`src/hw/rtl/media_player_button_controller_unit_macros.svh`:
```
// assertion helpers for the controller unit
`ifndef MEDIA_PLAYER_BUTTON_CONTROLLER_UNIT_MACROS_SVH
`define MEDIA_PLAYER_BUTTON_CONTROLLER_UNIT_MACROS_SVH

// clocked check, off while reset is high
`define MPBC_CHECK(lbl, prop, msg) \
  lbl: assert property (@(posedge clk) disable iff (rst) prop) else $error(msg);

// clocked check that also holds during reset
`define MPBC_CHECK_ALWAYS(lbl, prop, msg) \
  lbl: assert property (@(posedge clk) prop) else $error(msg);

`endif

```
`src/hw/rtl/mpbc_pkg.sv`:
```
`timescale 1ns / 1ps

package mpbc_pkg;

  // player command codes
  typedef enum logic [2:0] {
    CMD_NONE   = 3'd0,
    CMD_PLAY   = 3'd1,
    CMD_VOLUME = 3'd2,
    CMD_PAUSE  = 3'd3,
    CMD_RESUME = 3'd4
  } cmd_t;

  // register indexes (byte address bits [3:2])
  localparam logic [1:0] REG_MAX_TRACK  = 2'd0;
  localparam logic [1:0] REG_MAX_VOLUME = 2'd1;
  localparam logic [1:0] REG_LOCKOUT    = 2'd2;

  // register reset values
  localparam logic [7:0]  MAX_TRACK_RST  = 8'd16;
  localparam logic [5:0]  MAX_VOLUME_RST = 6'd30;
  localparam logic [15:0] LOCKOUT_RST    = 16'd200;

  // controller state reset values
  localparam logic [7:0] TRACK_RST  = 8'd1;
  localparam logic [5:0] VOLUME_RST = 6'd10;

  typedef struct packed {
    logic [7:0]  max_track;
    logic [5:0]  max_volume;
    logic [15:0] lockout_ms;
  } cfg_t;

  typedef struct packed {
    logic [7:0]  track_number;
    logic [5:0]  volume_level;
    logic        volume_mode;
    logic        paused_flag;
    logic        busy_before;
    logic [31:0] last_press_time;
  } state_t;

  typedef struct packed {
    logic [31:0] now_ms;
    logic        mode_pressed;
    logic        down_pressed;
    logic        up_pressed;
    logic        pause_pressed;
    logic        player_busy;
  } poll_t;

  typedef struct packed {
    cmd_t       command;
    logic [7:0] argument;
    logic [7:0] current_track;
    logic [5:0] current_volume;
    logic       in_volume_mode;
    logic       is_paused;
    logic       last_of_run;
  } result_t;

endpackage

```
`src/hw/rtl/media_player_button_controller_unit.sv`:
```
`timescale 1ns / 1ps

// Button and auto-advance controller for a media player. Each request on the
// s_ side is one poll (time stamp, four button flags, busy flag); the block
// answers with one or two results on the m_ side, the last one marked by
// m_tlast. A poll sits in an input register while its single pass of
// next-state logic runs, and its results go into a two-entry result queue,
// so a new poll is taken every clock as long as each poll yields one result
// and m_tready stays high. A poll that yields two results (auto advance plus
// a button command) occupies the output for both, which then sets the rate.
// The first result passes through the input register and the result queue.
// Registers over APB: 0x0 max_track, 0x4 max_volume, 0x8 lockout_ms.

`include "media_player_button_controller_unit_macros.svh"

module media_player_button_controller_unit import mpbc_pkg::*; (
  input  logic        clk,
  input  logic        rst,
  // apb configuration
  input  logic        psel,
  input  logic        penable,
  input  logic        pwrite,
  input  logic [3:0]  paddr,
  input  logic [31:0] pwdata,
  output logic [31:0] prdata,
  output logic        pready,
  // polls
  input  logic        s_tvalid,
  output logic        s_tready,
  // now_ms[31:0], mode_pressed[32], down_pressed[33], up_pressed[34],
  // pause_pressed[35], player_busy[36], zero[39:37]
  input  logic [39:0] s_tdata,
  // results
  output logic        m_tvalid,
  input  logic        m_tready,
  // command[2:0], argument[10:3], current_track[18:11], current_volume[24:19],
  // in_volume_mode[25], is_paused[26], zero[31:27]
  output logic [31:0] m_tdata,
  output logic        m_tlast
);

  cfg_t       cfg;
  state_t     state;
  state_t     state_next;
  poll_t      poll;
  logic       poll_valid;
  result_t    res0;
  result_t    res1;
  result_t    head;
  logic       two;
  logic       room;
  logic       fire;
  logic       cfg_wr;
  logic [1:0] out_count;

  // configuration registers
  assign pready = 1'b1;
  assign cfg_wr = psel && penable && pwrite && pready;

  always_ff @(posedge clk) begin
    if (rst) begin
      cfg.max_track  <= MAX_TRACK_RST;
      cfg.max_volume <= MAX_VOLUME_RST;
      cfg.lockout_ms <= LOCKOUT_RST;
    end else if (cfg_wr) begin
      unique case (paddr[3:2])
        REG_MAX_TRACK:  cfg.max_track  <= pwdata[7:0];
        REG_MAX_VOLUME: cfg.max_volume <= pwdata[5:0];
        REG_LOCKOUT:    cfg.lockout_ms <= pwdata[15:0];
        default: ;
      endcase
    end
  end

  always_comb begin
    unique case (paddr[3:2])
      REG_MAX_TRACK:  prdata = {24'd0, cfg.max_track};
      REG_MAX_VOLUME: prdata = {26'd0, cfg.max_volume};
      REG_LOCKOUT:    prdata = {16'd0, cfg.lockout_ms};
      default:        prdata = 32'd0;
    endcase
  end

  // input register
  assign fire     = poll_valid && room;
  assign s_tready = !poll_valid || fire;

  always_ff @(posedge clk) begin
    if (rst) begin
      poll_valid <= 1'b0;
    end else if (s_tready) begin
      poll_valid <= s_tvalid;
    end
  end

  always_ff @(posedge clk) begin
    if (s_tvalid && s_tready) begin
      poll.now_ms        <= s_tdata[31:0];
      poll.mode_pressed  <= s_tdata[32];
      poll.down_pressed  <= s_tdata[33];
      poll.up_pressed    <= s_tdata[34];
      poll.pause_pressed <= s_tdata[35];
      poll.player_busy   <= s_tdata[36];
    end
  end

  // next-state and result logic
  mpbc_core u_core (
    .poll        (poll),
    .state       (state),
    .cfg         (cfg),
    .state_next  (state_next),
    .res0        (res0),
    .res1        (res1),
    .two_results (two)
  );

  // controller state
  always_ff @(posedge clk) begin
    if (rst) begin
      state.track_number    <= TRACK_RST;
      state.volume_level    <= VOLUME_RST;
      state.volume_mode     <= 1'b0;
      state.paused_flag     <= 1'b0;
      state.busy_before     <= 1'b0;
      state.last_press_time <= 32'd0;
    end else if (fire) begin
      state <= state_next;
    end
  end

  // result queue
  mpbc_outbuf u_outbuf (
    .clk   (clk),
    .rst   (rst),
    .push  (fire),
    .two   (two),
    .res0  (res0),
    .res1  (res1),
    .room  (room),
    .valid (m_tvalid),
    .ready (m_tready),
    .head  (head),
    .count (out_count)
  );

  assign m_tdata = {5'd0, head.is_paused, head.in_volume_mode, head.current_volume,
                    head.current_track, head.argument, head.command};
  assign m_tlast = head.last_of_run;

  // checks
  `MPBC_CHECK(a_fire_gives_result, fire |=> m_tvalid, "accepted poll left no result")
  `MPBC_CHECK(a_state_only_on_fire, !fire |=> $stable(state), "state moved without a poll")
  `MPBC_CHECK(a_queue_bound, out_count != 2'd3, "result queue overfilled")

endmodule

```
`src/hw/rtl/mpbc_core.sv`:
```
`timescale 1ns / 1ps

module mpbc_core import mpbc_pkg::*; (
  input  poll_t   poll,
  input  state_t  state,
  input  cfg_t    cfg,
  output state_t  state_next,
  output result_t res0,
  output result_t res1,
  output logic    two_results
);

  logic [31:0] diff_mode;
  logic [31:0] diff_btn;
  logic [31:0] lockout_ext;
  logic        mode_ok;
  logic        btn_ok;
  logic        vmode1;
  logic [31:0] press1;
  logic        advance;
  logic [7:0]  track1;
  logic [7:0]  track2;
  logic [5:0]  volume2;
  logic        paused2;
  logic        btn_emit;
  cmd_t        btn_cmd;
  logic [7:0]  btn_arg;
  logic [31:0] press2;
  logic        busy2;

  // step forward with wrap to one
  function automatic logic [7:0] track_up(input logic [7:0] t, input logic [7:0] mx);
    logic [7:0] r;
    r = (t >= mx) ? 8'd1 : t + 8'd1;
    return r;
  endfunction

  // step back with wrap to the highest track
  function automatic logic [7:0] track_down(input logic [7:0] t, input logic [7:0] mx);
    logic [7:0] r;
    r = (t <= 8'd1) ? mx : t - 8'd1;
    return r;
  endfunction

  // mode press, checked against the old press time
  always_comb begin
    lockout_ext = {16'd0, cfg.lockout_ms};
    diff_mode   = poll.now_ms - state.last_press_time;
    mode_ok     = poll.mode_pressed && (diff_mode > lockout_ext);
    vmode1      = mode_ok ? ~state.volume_mode : state.volume_mode;
    press1      = mode_ok ? poll.now_ms : state.last_press_time;
  end

  // auto advance on falling busy in track mode while playing
  always_comb begin
    advance = 1'b0;
    busy2   = state.busy_before;
    if (!vmode1 && !state.paused_flag) begin
      advance = state.busy_before && !poll.player_busy;
      busy2   = poll.player_busy;
    end
    track1 = advance ? track_up(state.track_number, cfg.max_track) : state.track_number;
  end

  // other buttons, down over up over pause
  always_comb begin
    diff_btn = poll.now_ms - press1;
    btn_ok   = diff_btn >= lockout_ext;
    track2   = track1;
    volume2  = state.volume_level;
    paused2  = state.paused_flag;
    btn_emit = 1'b0;
    btn_cmd  = CMD_NONE;
    btn_arg  = 8'd0;
    press2   = press1;
    if (btn_ok) begin
      priority if (poll.down_pressed) begin
        press2 = poll.now_ms;
        if (vmode1) begin
          if (state.volume_level != 6'd0) begin
            volume2  = state.volume_level - 6'd1;
            btn_emit = 1'b1;
            btn_cmd  = CMD_VOLUME;
            btn_arg  = {2'b00, volume2};
          end
        end else begin
          track2   = track_down(track1, cfg.max_track);
          paused2  = 1'b0;
          btn_emit = 1'b1;
          btn_cmd  = CMD_PLAY;
          btn_arg  = track2;
        end
      end else if (poll.up_pressed) begin
        press2 = poll.now_ms;
        if (vmode1) begin
          if (state.volume_level < cfg.max_volume) begin
            volume2  = state.volume_level + 6'd1;
            btn_emit = 1'b1;
            btn_cmd  = CMD_VOLUME;
            btn_arg  = {2'b00, volume2};
          end
        end else begin
          track2   = track_up(track1, cfg.max_track);
          paused2  = 1'b0;
          btn_emit = 1'b1;
          btn_cmd  = CMD_PLAY;
          btn_arg  = track2;
        end
      end else if (poll.pause_pressed) begin
        press2   = poll.now_ms;
        paused2  = ~state.paused_flag;
        btn_emit = 1'b1;
        btn_cmd  = paused2 ? CMD_PAUSE : CMD_RESUME;
      end else begin
        // no button held, press time stays
        press2 = press1;
      end
    end
  end

  // next state
  always_comb begin
    state_next.track_number    = track2;
    state_next.volume_level    = volume2;
    state_next.volume_mode     = vmode1;
    state_next.paused_flag     = paused2;
    state_next.busy_before     = busy2;
    state_next.last_press_time = press2;
  end

  // results: auto advance first, then the button command, or one empty result
  always_comb begin
    two_results = advance && btn_emit;
    res1.command        = btn_cmd;
    res1.argument       = btn_arg;
    res1.current_track  = track2;
    res1.current_volume = volume2;
    res1.in_volume_mode = vmode1;
    res1.is_paused      = paused2;
    res1.last_of_run    = 1'b1;
    if (advance) begin
      res0.command        = CMD_PLAY;
      res0.argument       = track1;
      res0.current_track  = track1;
      res0.current_volume = state.volume_level;
      res0.in_volume_mode = vmode1;
      res0.is_paused      = state.paused_flag;
      res0.last_of_run    = !btn_emit;
    end else begin
      res0 = res1;
    end
  end

endmodule

```
`src/hw/rtl/mpbc_outbuf.sv`:
```
`timescale 1ns / 1ps

module mpbc_outbuf import mpbc_pkg::*; (
  input  logic    clk,
  input  logic    rst,
  input  logic    push,
  input  logic    two,
  input  result_t res0,
  input  result_t res1,
  output logic    room,
  output logic    valid,
  input  logic    ready,
  output result_t head,
  output logic [1:0] count
);

  result_t    slot0;
  result_t    slot1;
  logic [1:0] cnt;
  logic [1:0] cnt_next;
  logic [1:0] base;
  logic       pop;

  assign valid = (cnt != 2'd0);
  assign head  = slot0;
  assign count = cnt;
  assign pop   = valid && ready;
  assign base  = cnt - {1'b0, pop};

  // room for this request's results once the head leaves
  assign room = (base == 2'd0) || ((base == 2'd1) && !two);

  always_comb begin
    cnt_next = base;
    if (push) begin
      cnt_next = base + (two ? 2'd2 : 2'd1);
    end
  end

  // fill count
  always_ff @(posedge clk) begin
    if (rst) begin
      cnt <= 2'd0;
    end else begin
      cnt <= cnt_next;
    end
  end

  // two-entry queue, shifts toward the head on a pop
  always_ff @(posedge clk) begin
    if (push && (base == 2'd0)) begin
      slot0 <= res0;
    end else if (pop) begin
      slot0 <= slot1;
    end
    if (push && (base == 2'd0) && two) begin
      slot1 <= res1;
    end else if (push && (base == 2'd1)) begin
      slot1 <= res0;
    end
  end

endmodule

```
`config.mk`:
```
export PLATFORM = sky130hd
export DESIGN_NAME = media_player_button_controller_unit
export DESIGN_NICKNAME = d
export VERILOG_FILES = /design/src/hw/rtl/mpbc_pkg.sv /design/src/hw/rtl/media_player_button_controller_unit.sv /design/src/hw/rtl/mpbc_core.sv /design/src/hw/rtl/mpbc_outbuf.sv
export VERILOG_INCLUDE_DIRS = /design/src /design/src/hw/rtl
export SDC_FILE = /design/constraint.sdc
export NUM_CORES = 1
export LEC_CHECK = 0
export BUFFER_PORTS_ARGS = -buffer_cell sky130_fd_sc_hd__buf_2
export CAP_MARGIN = 25
export CORE_ASPECT_RATIO = 2
export CORE_MARGIN = 2
export CORE_UTILIZATION = 50
export DETAILED_ROUTE_END_ITERATION = 10
export PLACE_DENSITY = 0.72
export SLEW_MARGIN = 20
export SYNTH_ARGS = -nofsm -noshare
export SYNTH_HDL_FRONTEND = slang
export SYNTH_SLANG_ARGS = --single-unit
```
`constraint.sdc`:
```
create_clock -name clk -period 10.67 [get_ports clk]
set_clock_uncertainty 0.1 [all_clocks]
set_input_delay 0 -clock clk [delete_from_list [all_inputs] [get_ports clk]]
set_output_delay 0 -clock clk [all_outputs]
set_load 0.005 [all_outputs]
```
* Word-level counts from Yosys, hierarchy flattened *
Index checks and enable logic that the tools add are counted.

word-level totals
  register bits after elaboration = 175
  word-level logic and storage cells = 142
  output and inout port bits = 68
  input bits = 83

operators by class
  $lt $le $gt $ge = 6
  eq/ne operators = 3
  multiplexer cells = 60
  bitwise gates (word level) = 2
  reductions and logical operators = 31
  add/subtract/negate cells = 9

operators by type and width
  kind                                                            count
  two-way mux 32 bit                                              5
  two-way mux 28 bit                                              5
  two-way mux 8 bit                                               14
  subtractor 32 bit                                               2
  two-way mux 6 bit                                               9
  case mux 16 bit (3 select lines)                                1
  greater-or-equal comparator 32 x 16 -> 1 bit                    1
  > comparator 32 x 16 -> 1 bit                                   1
  adder 8 x 1 -> 8 bit, second input constant                     2
  greater-or-equal comparator 8 bit                               2
  two-way mux 1 bit                                               15
  two-way mux 3 bit                                               5
  logical AND 1 bit                                               13
  two-way mux 2 bit                                               6
  less-or-equal comparator 8 x 1 -> 1 bit, second input constant  1
  AND reduction 2 bit                                             4
  subtractor 8 x 1 -> 8 bit, second input constant                1
  adder 6 x 1 -> 6 bit, second input constant                     1
  logical NOT 1 bit                                               6
  less-than comparator 6 bit                                      1
  nonzero test 2 bit                                              3
  nonzero test 6 bit                                              1
  subtractor 6 x 1 -> 6 bit, second input constant                1
  equality test 2 x 1 -> 1 bit, second input constant             2
  6 further kinds                                                 9

* Depth between registers and ports, before layout *
Gate-level depths: netlist (run 1).

  depth after elaboration = 17
  gate-level depth with buffers = 51
  gate-level depth less buffers = 48

* Cells and area by module *
From an unflattened synthesis (run 1), not the netlist that was laid out.

unflattened totals
  cells, all modules = 1995
  area total of the unflattened synthesis = 16151.7 um^2

modules (own cells, without submodules)
  module                               area an instance (um^2)  instances  cells an instance  sequential area each (um^2)
  mpbc_core                            9066.2                   1          1410               0.0
  media_player_button_controller_unit  4500.6                   1          441                2712.6
  mpbc_outbuf                          2585.0                   1          144                1721.7

* Worst setup path after synthesis (run 1) *
Ideal clock, no wire load.

  kind = register to register
  start point = register, netlist name poll[5]
  end point = register, netlist name poll[0]
  arrival = 10.460 ns
  setup slack = -0.288 ns
  data required time = 10.172 ns
  path buffers = 3
  cell stages (with the launch flop) = 47
  clock period less this slack = 10.958 ns
  library setup time = 0.398 ns
  path through = edfxtp_1 -> inv_1 -> ha_1 -> fa_1 -> nand2b_1 -> a21oi_1 -> o21ai_0 -> o21bai_1 -> xor2_1 -> ha_1 -> nand4_1 -> a21oi_1 -> a211oi_1 -> o31a_1 -> o2111ai_1 -> or4_4 -> or2_1 -> o31ai_2 -> [... 11 more ...] -> a21oi_1 -> xnor2_1 -> ha_1 -> nor2b_1 -> o21ai_0 -> o2111ai_1 -> or4_1 -> a21oi_1 -> o211ai_1 -> or4_1 -> nor3_1 -> nand2_1 -> a211o_1 -> nand3_1 -> buf_2 -> o21ai_0 -> nand2_1 -> and2_1

between the ends
  longest elaborated chain between the ends = 15
  elaborated cells between the ends (all ways) = 22
  classes of those cells = add/sub: 2; order compare: 2; mux: 8; reduce/logical: 10

RTL lines
  what                                                       RTL line                                   source
  branches (longest 8 deep; another with subtractor 32 bit)  -
  logical AND 1 bit *                                        mpbc_core.sv:133                           two_results = advance && btn_emit;
  logical NOT 1 bit *                                        mpbc_outbuf.sv:31                          assign room = (base == 2'd0) || ((base == 2'd1) && !two);
  logical AND 1 bit *                                        mpbc_outbuf.sv:31
  logical OR 1 bit *                                         mpbc_outbuf.sv:31
  logical AND 1 bit *                                        media_player_button_controller_unit.sv:85  assign fire = poll_valid && room;
  logical OR 1 bit *                                         media_player_button_controller_unit.sv:86  assign s_tready = !poll_valid || fire;
  via s_tready                                               media_player_button_controller_unit.sv:29  output logic s_tready,
  logical AND 1 bit *                                        media_player_button_controller_unit.sv:97  if (s_tvalid && s_tready) begin

Mark *: on every way through the listed nets, which the timed path passes.
A chain may end at the register's enable or synchronous reset.

* Worst setup path in the final report (run 1) *
  start point = register, netlist name poll[16]
  end point = register, netlist name poll[8]

between the ends
  longest elaborated chain between the ends = 15
  elaborated cells between the ends (all ways) = 22
  classes of those cells = add/sub: 2; order compare: 2; mux: 8; reduce/logical: 10

RTL lines
  what                                                       RTL line
  branches (longest 8 deep; another with subtractor 32 bit)  -
  logical AND 1 bit *                                        mpbc_core.sv:133
  logical NOT 1 bit *                                        mpbc_outbuf.sv:31
  logical AND 1 bit *                                        mpbc_outbuf.sv:31
  logical OR 1 bit *                                         mpbc_outbuf.sv:31
  logical AND 1 bit *                                        media_player_button_controller_unit.sv:85
  logical OR 1 bit *                                         media_player_button_controller_unit.sv:86
  logical AND 1 bit *                                        media_player_button_controller_unit.sv:97

Mark *: on every way between the ends.

==> results of run 1 <==
[synthesized netlist by cell type, types with 12 or more instances]
library cell  instances  area [sq um]
and2_1               24           150
o211ai_1             28           210
o22ai_1              20           125
xor2_1               23           201
dfxtp_1              83          1660
nand3_1              47           235
nor2b_1              17           106
ha_1                130          1630
inv_1                94           353
nand4_1              20           125
o21ai_0              86           430
buf_4                23           173
a211oi_1             12          90.1
a21oi_1             191           956
edfxtp_1             92          2760
nand2b_1             20           125
nor3_1               24           120
buf_2                14          70.1
nor2_1              112           420
clkbuf_1             59           221
o21ai_1              18          90.1
and3_1               17           106
o21a_1               24           180
a31oi_1              23           144
mux2i_1              65           651
nand2_1             248           931
xnor2_1              34           298
a21o_1               31           233
[what timing repair did]
item,CTS,global route
endpoints found under the setup margin,32,170
gates resized for setup,2,43
buffers inserted,0,9
endpoints found under the hold margin,68,0
cloned,0,3
pin swaps,0,15
hold buffers,54,0
[placed cells by master (no fill, tap or decap), types with 34 or more instances in the layout]
| master | Yosys | final |
|---|---|---|
| dlygate4sd3_1 | 0 | 54 |
| xnor2_1 | 34 | 34 |
| nand2_1 | 248 | 247 |
| buf_4 | 23 | 73 |
| inv_1 | 94 | 93 |
| edfxtp_1 | 92 | 92 |
| nor2_1 | 112 | 110 |
| buf_2 | 14 | 108 |
| nand3_1 | 47 | 46 |
| a21oi_1 | 191 | 186 |
| mux2i_1 | 65 | 65 |
| ha_1 | 130 | 127 |
| o21ai_0 | 86 | 79 |
| dfxtp_1 | 83 | 82 |
[worst max-delay path, delay by kind of cell, from the launching register on]
kind | cells | cell delay [ns]
muxes | 1 | 0.22
xor gates and xnor gates | 2 | 0.42
adders and majority gates | 4 | 1.43
buffers and inverters | 7 | 1.13
and+or+nand+nor | 15 | 3.47
DFF | 1 | 0.44
AOI/OAI and AO/OA | 16 | 2.76
[sequential cells by signal, summed over array words and instances, names as in the netlist]
name	count
state	49
poll	37
cfg	30
u_outbuf.head	28
u_outbuf.slot1	28
u_outbuf.count	2
poll_valid	1
[cell type report]
cell class | count | area, sq um | area share
Sequential cell | 175 | 4430 | 0.262
Timing Repair Buffer | 250 | 1900 | 0.112
Clock buffer | 18 | 439 | 0.0260
Clock inverter | 14 | 178 | 0.0105
Tap cell | 356 | 445 | 0.0264
Inverter | 94 | 357 | 0.0211
Multi-Input combinational cell | 1390 | 9150 | 0.542
[power breakdown]
group          switching [W]  total [W]  internal (W)
sequential         0.0000819   0.000942      0.000860
clock               0.000312   0.000672      0.000360
combinational        0.00109    0.00177      0.000683
[metrics by stage]
stage | setup TNS (ns) | hold WS, ns
4_1_cts | 0 | 0.0728
3_3_place_gp | 0 | 0.0765
2_1_floorplan | 0 | -0.00113
5_1_grt | -2.64 | 0.139
6_report | 0 | 0.0795
3_5_place_dp | -0.00132 | 0.0788
[worst min path at each step]
| stage | slack (ns) | end | from |
|---|---|---|---|
| after floorplan | -0.001 | poll[0]$_DFFE_PP_ | s_tdata[36] |
| after global placement | 0.08 | poll[15]$_DFFE_PP_ | s_tdata[10] |
| after detailed placement | 0.08 | poll[28]$_DFFE_PP_ | s_tdata[23] |
| after CTS | 0.07 | u_outbuf.count[1]$_SDFF_PP0_ | m_tready |
| after global routing | 0.14 | poll[29]$_DFFE_PP_ | s_tdata[24] |
| final | 0.08 | u_outbuf.count[1]$_SDFF_PP0_ | m_tready |
[cell families after synthesis]
group,after synthesis
and+or+nand+nor,579
AOI/OAI and AO/OA,531
buffers and inverters,196
DFF,175
adders and majority gates,132
muxes,69
xor gates and xnor gates,57
other,2
[per-layer routing]
layer	share of wire	routed length (um)
met5	0	0
met3	0.034	1700
met2	0.54	26800
met4	0.11	5380
met1	0.32	16200
==> results by group, run 1 <==
Finish
  – Final core utilization: 0.601
  – Final nets: 2,143
  – Inserted Diodes: 0
  – Final instance area: 16,900 sq um
  – FILL cells: 2,551
  – Layout cells sized above 1: 0.149
  – Area growth, synth to finish: 19.0%
  – Fin cells: 2,297

Logic synthesis
  – Post-Syn Instances: 1,741
  – Post-synthesis mux area share: 0.0490
  – Main combinational cell family by area after synthesis: compound AO/OA/AOI/OAI gates
  – Seq cells post-synth: 175
  – Area share of fa/ha/maj cells after synthesis: 0.117
  – FFs w/ async S/R, synth: 0
  – Post-synth cell types: 84
  – Post-Synth XOR/XNOR Area: 0.0352
  – YS warnings: 0
  – Synth Area in Compound Gates: 0.236
  – Ys flop type: edfxtp_1
  – Syn Area/Cell: 8.15 sq um
  – Sequential fraction of the synthesis area: 0.312
  – Simple-Gate Fraction of Synth Area: 0.191
  – EDFF count, synth: 92
  – Cell area after synthesis: 14,200 sq um

Detailed routing
  – Total number of vias: 14,000
  – Post-DR wirelength/cell: 21.8 um
  – Antenna-violating nets left: 0
  – Final wirelength: 50,100 um
  – DRC viols: 0
  – Post-DR vias/cell: 6.08
  – TritonRoute pass-1 iters: 6
  – Starting DRC count in detailed routing: 837

GRT
  – GR met3 Demand/Resource: 0.0513
  – GRT busiest layer: met2
  – Initial antenna violation count: 0
  – Met2 usage: 0.607
  – Largest net degree at the start of global routing: 69
  – Gr usage total: 0.334
  – Total grt overflow: 0
  – Vias in the first global route: 13,900
  – First-pass GRT wire length: 75,500 um
  – Routing usage on met1: 0.302

Clock tree
  – CTS Buf Count: 17
  – Clk buf depth: 2
  – Clk slew on worst S/H paths: 0.07 ns
  – CTS Root Cell: clkbuf_16
  – Clock Latency Late Sink: 0.47 ns
  – H-tree level count: 4
  – CTS tree: done
  – CTS sink count: 175

Setup path
  – Crit path launch: poll[16]$_DFFE_PP_
  – Critical Path RT: 10.75 ns
  – CP max-delay cell: or4_1
  – Startpoint Class: register
  – R2R Setup Slk: 0.38 ns
  – R2R Path Start: poll[16]$_DFFE_PP_
  – Crit path largest cell delay: 0.55 ns
  – Setup crit end kind: register
  – Worst-case reg-to-reg path depth: 45
  – Most frequent CP cell: a21oi_1
  – Critical path type: register to register
  – R2r endpoint: poll[8]$_DFFE_PP_
  – Critical Path End: poll[8]$_DFFE_PP_
  – Worst EP arrival: 10.37 ns
  – CP max FO: 18

Pwr
  – Leak: 6.80 nW
  – VDD IR max: 0.000124 V
  – Total power draw: 0.00339 W
  – PwrDens: 201 nW/um^2

STA
  – Setup WS post-layout: 0.384 ns
  – Final period util: 0.964
  – Slew Limit Fails: 0
  – Fin. Hold Viols: 0
  – Peak Freq: 97.2 MHz
  – Tmin final: 10.29 ns
  – Worst Tran Pin Value: 0.947 ns
  – Setup Viol. Count Final: 0
  – Slew HR: 0.365

Die
  – Die Ht: 242 um
  – Core area: 28,100 sq um
  – Die span in x: 123 um
  – I/O pin count: 151
  – Initial Utilization: 0.505
  – Die ar.: 29,800 sq um
  – Placement row count: 87

Placed design
  – DP HPWL: 38,400 um
  – Placed Cells incl. Taps: 2,198
  – Gp weighted congestion: 1.05
  – Port Buffers: 107
  – Pre-CTS WS: -0.00132 ns
  – Placed cell area: 15,400 sq um

Min path
  – Hold WC Path Type: input pin to register
  – Hold Path Stages: 5

Status
  – Status: finished, final reports clean

Run
  – Max-Cap Viols: 0
No activity file was read; power rests on OpenSTA's default activity.
==> run 2, diff against run 1 <==
--- a/config.mk
+++ b/config.mk
@@ -12,8 +12,9 @@
 export CORE_MARGIN = 2
 export CORE_UTILIZATION = 50
 export DETAILED_ROUTE_END_ITERATION = 10
-export PLACE_DENSITY = 0.72
+export PLACE_DENSITY = 0.69
 export SLEW_MARGIN = 20
 export SYNTH_ARGS = -nofsm -noshare
 export SYNTH_HDL_FRONTEND = slang
+export SYNTH_HIERARCHICAL = 1
 export SYNTH_SLANG_ARGS = --single-unit
==> constraint.sdc (replaced) <==
create_clock -name clk -period 12.4 [get_ports clk]
set_clock_uncertainty 0.1 [all_clocks]
set_input_delay 0 -clock clk [delete_from_list [all_inputs] [get_ports clk]]
set_output_delay 0 -clock clk [all_outputs]
set_load 0.005 [all_outputs]
==> run 2 against run 1 <==
Worst hold slack got worse by 0.047 ns. Setup slack improved by 0.25 ns. Global-route usage increased by 2.6 points. Area after synthesis increased by 14%. Power decreased by 18%. Synthesized cell count increased by 15%. Flip-flop and latch count unchanged. Utilization decreased by 3.3 points. Sequential power decreased by 15%. Routed wire length increased by 22%. First-iteration DRC count increased by 51%. Largest cell class unchanged.
==> results by group, run 2 <==
Die
  – Initial Utilization: 0.505 (about the same)
  – I/O pin count: 151 (unchanged)
  – Die span in x: 131 um (+6.5%)
  – Core area: 32,000 sq um (+14%)
  – Die Ht: 258 um (+6.6%)
  – Placement row count: 93 (+6.9%)
  – Die ar.: 33,800 sq um (+13%)

Logic synthesis
  – Post-synth cell types: 99 (+18%)
  – Synth top area share: 0.173 (-0.0218)
  – Cell area after synthesis: 16,200 sq um (+14%)
  – Most numerous cell in the Yosys netlist: nand2_1
  – Seq cells post-synth: 175 (unchanged)
  – Post-synthesis mux area share: 0.0840 (+0.0349)
  – Post-Syn Instances: 1,995 (+15%)
  – Main combinational cell family by area after synthesis: compound AO/OA/AOI/OAI gates
  – Post-Synth XOR/XNOR Area: 0.0358 (+0.000604)
  – Synth Area in Compound Gates: 0.219 (-0.0165)
  – YS warnings: 6 (+6)
  – Sequential fraction of the synthesis area: 0.275 (-0.0373)
  – FFs w/ async S/R, synth: 0 (unchanged)
  – Area contributors post-synth: edfxtp_1, dfxtp_1, ha_1, a21oi_1, nand2_1
  – Top cells by count, synth: nand2_1, a21oi_1, nor2_1
  – Area leader, netlist: edfxtp_1
  – EDFF count, synth: 93 (+1.1%)
  – Area share of fa/ha/maj cells after synthesis: 0.0944 (-0.0231)
  – Syn Area/Cell: 8.10 sq um (-0.66%)
  – Simple-Gate Fraction of Synth Area: 0.212 (+0.0204)
  – Ys flop type: edfxtp_1

GRT
  – Vias in the first global route: 15,900 (+15%)
  – First-pass GRT wire length: 90,000 um (+19%)
  – GRT busiest layer: met2
  – Gr usage total: 0.359 (+0.0257)
  – GR met3 Demand/Resource: 0.0566 (+0.00524)
  – Routing usage on met1: 0.298 (-0.00308)
  – Total grt overflow: 0 (unchanged)
  – Initial antenna violation count: 0 (unchanged)
  – Met2 usage: 0.658 (+0.0502)
  – Largest net degree at the start of global routing: 83 (+20%)

Pwr
  – Reg power frac: 0.290 (+0.012)
  – VDD IR max: 0.000118 V (-4.6%)
  – Switching power: 0.00124 W (-17%)
  – Clock power frac: 0.209 (+0.011)
  – Total power draw: 0.00276 W (-18%)
  – Leak: 7.42 nW (+9.1%)
  – Comb pwr share: 0.501 (-0.023)
  – PwrDens: 152 nW/um^2 (-24%)
  – Pint: 0.00153 W (-20%)
  – Switching Share: 0.447 (+0.00863)

STA
  – Peak Freq: 85.0 MHz (-13%)
  – Tmin final: 11.77 ns (+1.48 ns)
  – Final Hold Slack: 0.0321 ns (-0.0474 ns)
  – Slew HR: 0.179 (-0.186)
  – Worst Tran Pin Value: 1.22 ns (+0.275 ns)
  – Setup WS post-layout: 0.634 ns (+0.250 ns)
  – Setup Viol. Count Final: 0 (unchanged)
  – Final period util: 0.949 (-0.0151)
  – Slew Limit Fails: 0 (unchanged)
  – Fin. Hold Viols: 0 (unchanged)

Min path
  – Hold Path Stages: 3 (-2)
  – Startpoint of the worst hold path: paddr[2]
  – Hold Path Sink: cfg[18]$_SDFFE_PP1P_
  – Hold WC Path Type: input pin to register

Finish
  – Top reg by flops: state
  – Commonest non-fill, non-tap cell in the layout: nand2_1
  – Fin cells: 2,538 (+10%)
  – Final core utilization: 0.569 (-0.0327)
  – Inserted Diodes: 0 (unchanged)
  – Top Registers: state: 49 flops, poll: 37 flops, cfg: 30 flops
  – Final nets: 2,299 (+7.3%)
  – Area growth, synth to finish: 12.7%
  – Max FFs per register: 49 (unchanged)
  – Most frequent cells in the layout: nand2_1, a21oi_1, nor2_1
  – Layout cells sized above 1: 0.144 (-0.00587)

Clock tree
  – CTS Buf Count: 17 (unchanged)
  – H-tree level count: 4 (unchanged)
  – CTS tree: done
  – Clk buf depth: 2 (unchanged)
  – CTS Root Cell: clkbuf_16
  – CTS sink count: 175 (unchanged)
  – Clk slew on worst S/H paths: 0.08 ns (about the same)
  – Clock Latency Late Sink: 0.47 ns (about the same)

Setup path
  – R2R Path Start: state[4]$_SDFFE_PP0P_
  – Worst-case reg-to-reg path depth: 54 (+20%)
  – Setup crit end kind: register
  – CP max FO: 13 (-5)
  – Critical path type: register to register
  – Crit path launch: state[4]$_SDFFE_PP0P_
  – Critical Path RT: 12.52 ns (+1.77 ns)
  – Worst EP arrival: 11.88 ns (+1.51 ns)
  – Crit path largest cell delay: 0.63 ns (+0.08 ns)
  – R2R Setup Slk: 0.63 ns (+0.25 ns)
  – Most frequent CP cell: a21oi_1
  – CP max-delay cell: or4_1
  – Startpoint Class: register
  – R2r endpoint: u_outbuf/slot1[24]$_DFFE_PP_

Detailed routing
  – Total number of vias: 15,800 (+13%)
  – Antenna-violating nets left: 0 (unchanged)
  – DRC viols: 0 (unchanged)
  – Starting DRC count in detailed routing: 1,266 (+51%)
  – Post-DR wirelength/cell: 24.0 um (+10%)
  – Post-DR vias/cell: 6.21 (+2.2%)
  – Final wirelength: 61,000 um (+22%)
  – TritonRoute pass-1 iters: 6 (unchanged)

Status
  – Status: finished, final reports clean

Placed design
  – DP HPWL: 46,300 um (+20%)
  – Placed Cells incl. Taps: 2,438 (+11%)
  – Port Buffers: 107 (unchanged)
  – Gp weighted congestion: 1.04 (-0.30%)
  – Pre-CTS WS: 0.406 ns (+0.407 ns)

Run
  – Max-Cap Viols: 0 (unchanged)
==> run 2: layout make-up <==
class | instances | area [sq um]
Inverter | 124 | 470
Multi-Input combinational cell | 1569 | 10600
Fill cell | 2999 | 13800
Timing Repair Buffer | 211 | 1490
Tap cell | 427 | 534
Sequential cell | 175 | 4430
Clock inverter | 15 | 211
Clock buffer | 17 | 425
==> run 2: cell families (layout without fill, tap and decap cells) <==
logic type	after synthesis	count (layout)
fa+ha+maj	122	122
mux	128	128
other cells	3	23
simple gates	693	694
compound gates	536	536
flops	175	175
xor+xnor	66	66
buf+inv	272	367
==> run 2: how the worst max path moves through the flow <==
stage                              endpoint  slack, ns  cells past startpoint
3_3_place_gp    u_outbuf/head[14]$_DFFE_PP_       0.83                     52
2_1_floorplan   u_outbuf/slot1[0]$_DFFE_PP_       0.22                     58
4_1_cts         u_outbuf/head[14]$_DFFE_PP_       0.37                     52
5_1_grt        u_outbuf/slot1[24]$_DFFE_PP_      -0.05                     53
6_report       u_outbuf/slot1[24]$_DFFE_PP_       0.63                     54
3_5_place_dp    u_outbuf/head[22]$_DFFE_PP_       0.41                     52
==> run 2: critical path: cells and delay by family (launching register included) <==
kind | cells | cell delay [ns]
AOI/OAI and AO/OA | 22 | 4.32
xor gates and xnor gates | 2 | 0.32
adders and majority gates | 8 | 2.33
buffers and inverters | 5 | 0.73
DFF | 1 | 0.44
muxes | 2 | 0.57
and+or+nand+nor | 15 | 2.66
==> run 2: routing by layer <==
metal  share of wire  vias up  wire [um]
met5               0        -          0
li1                -     7318          -
met3           0.047      303       2840
met2            0.53      694      32400
met4            0.13        0       7720
met1            0.30     7456      18000
==> run 2: power by group through the flow <==
stage / combinational (W) / sequential (W) / clock, W
6_report: 0.00138 / 0.000801 / 0.000579
4_1_cts: 0.00133 / 0.000803 / 0.000590
5_1_grt: 0.00149 / 0.000815 / 0.000607
3_3_place_gp: 0.00128 / 0.000814 / 0
2_1_floorplan: 0.000920 / 0.000797 / 0
3_5_place_dp: 0.00131 / 0.000816 / 0
==> run 2: through the flow <==
step	setup TNS (ns)	area [sq um]
2_1_floorplan	0	16200
3_3_place_gp	0	16800
3_5_place_dp	0	16800
4_1_cts	0	18100
5_1_grt	-0.285	18200
6_report	0	18200
==> run 2: repair_timing <==
action,CTS,global route
hold buffers,62,0
endpoints found under the hold margin,89,0
resized for setup,0,15
setup buffers,0,4
setup endpoints to repair,0,172
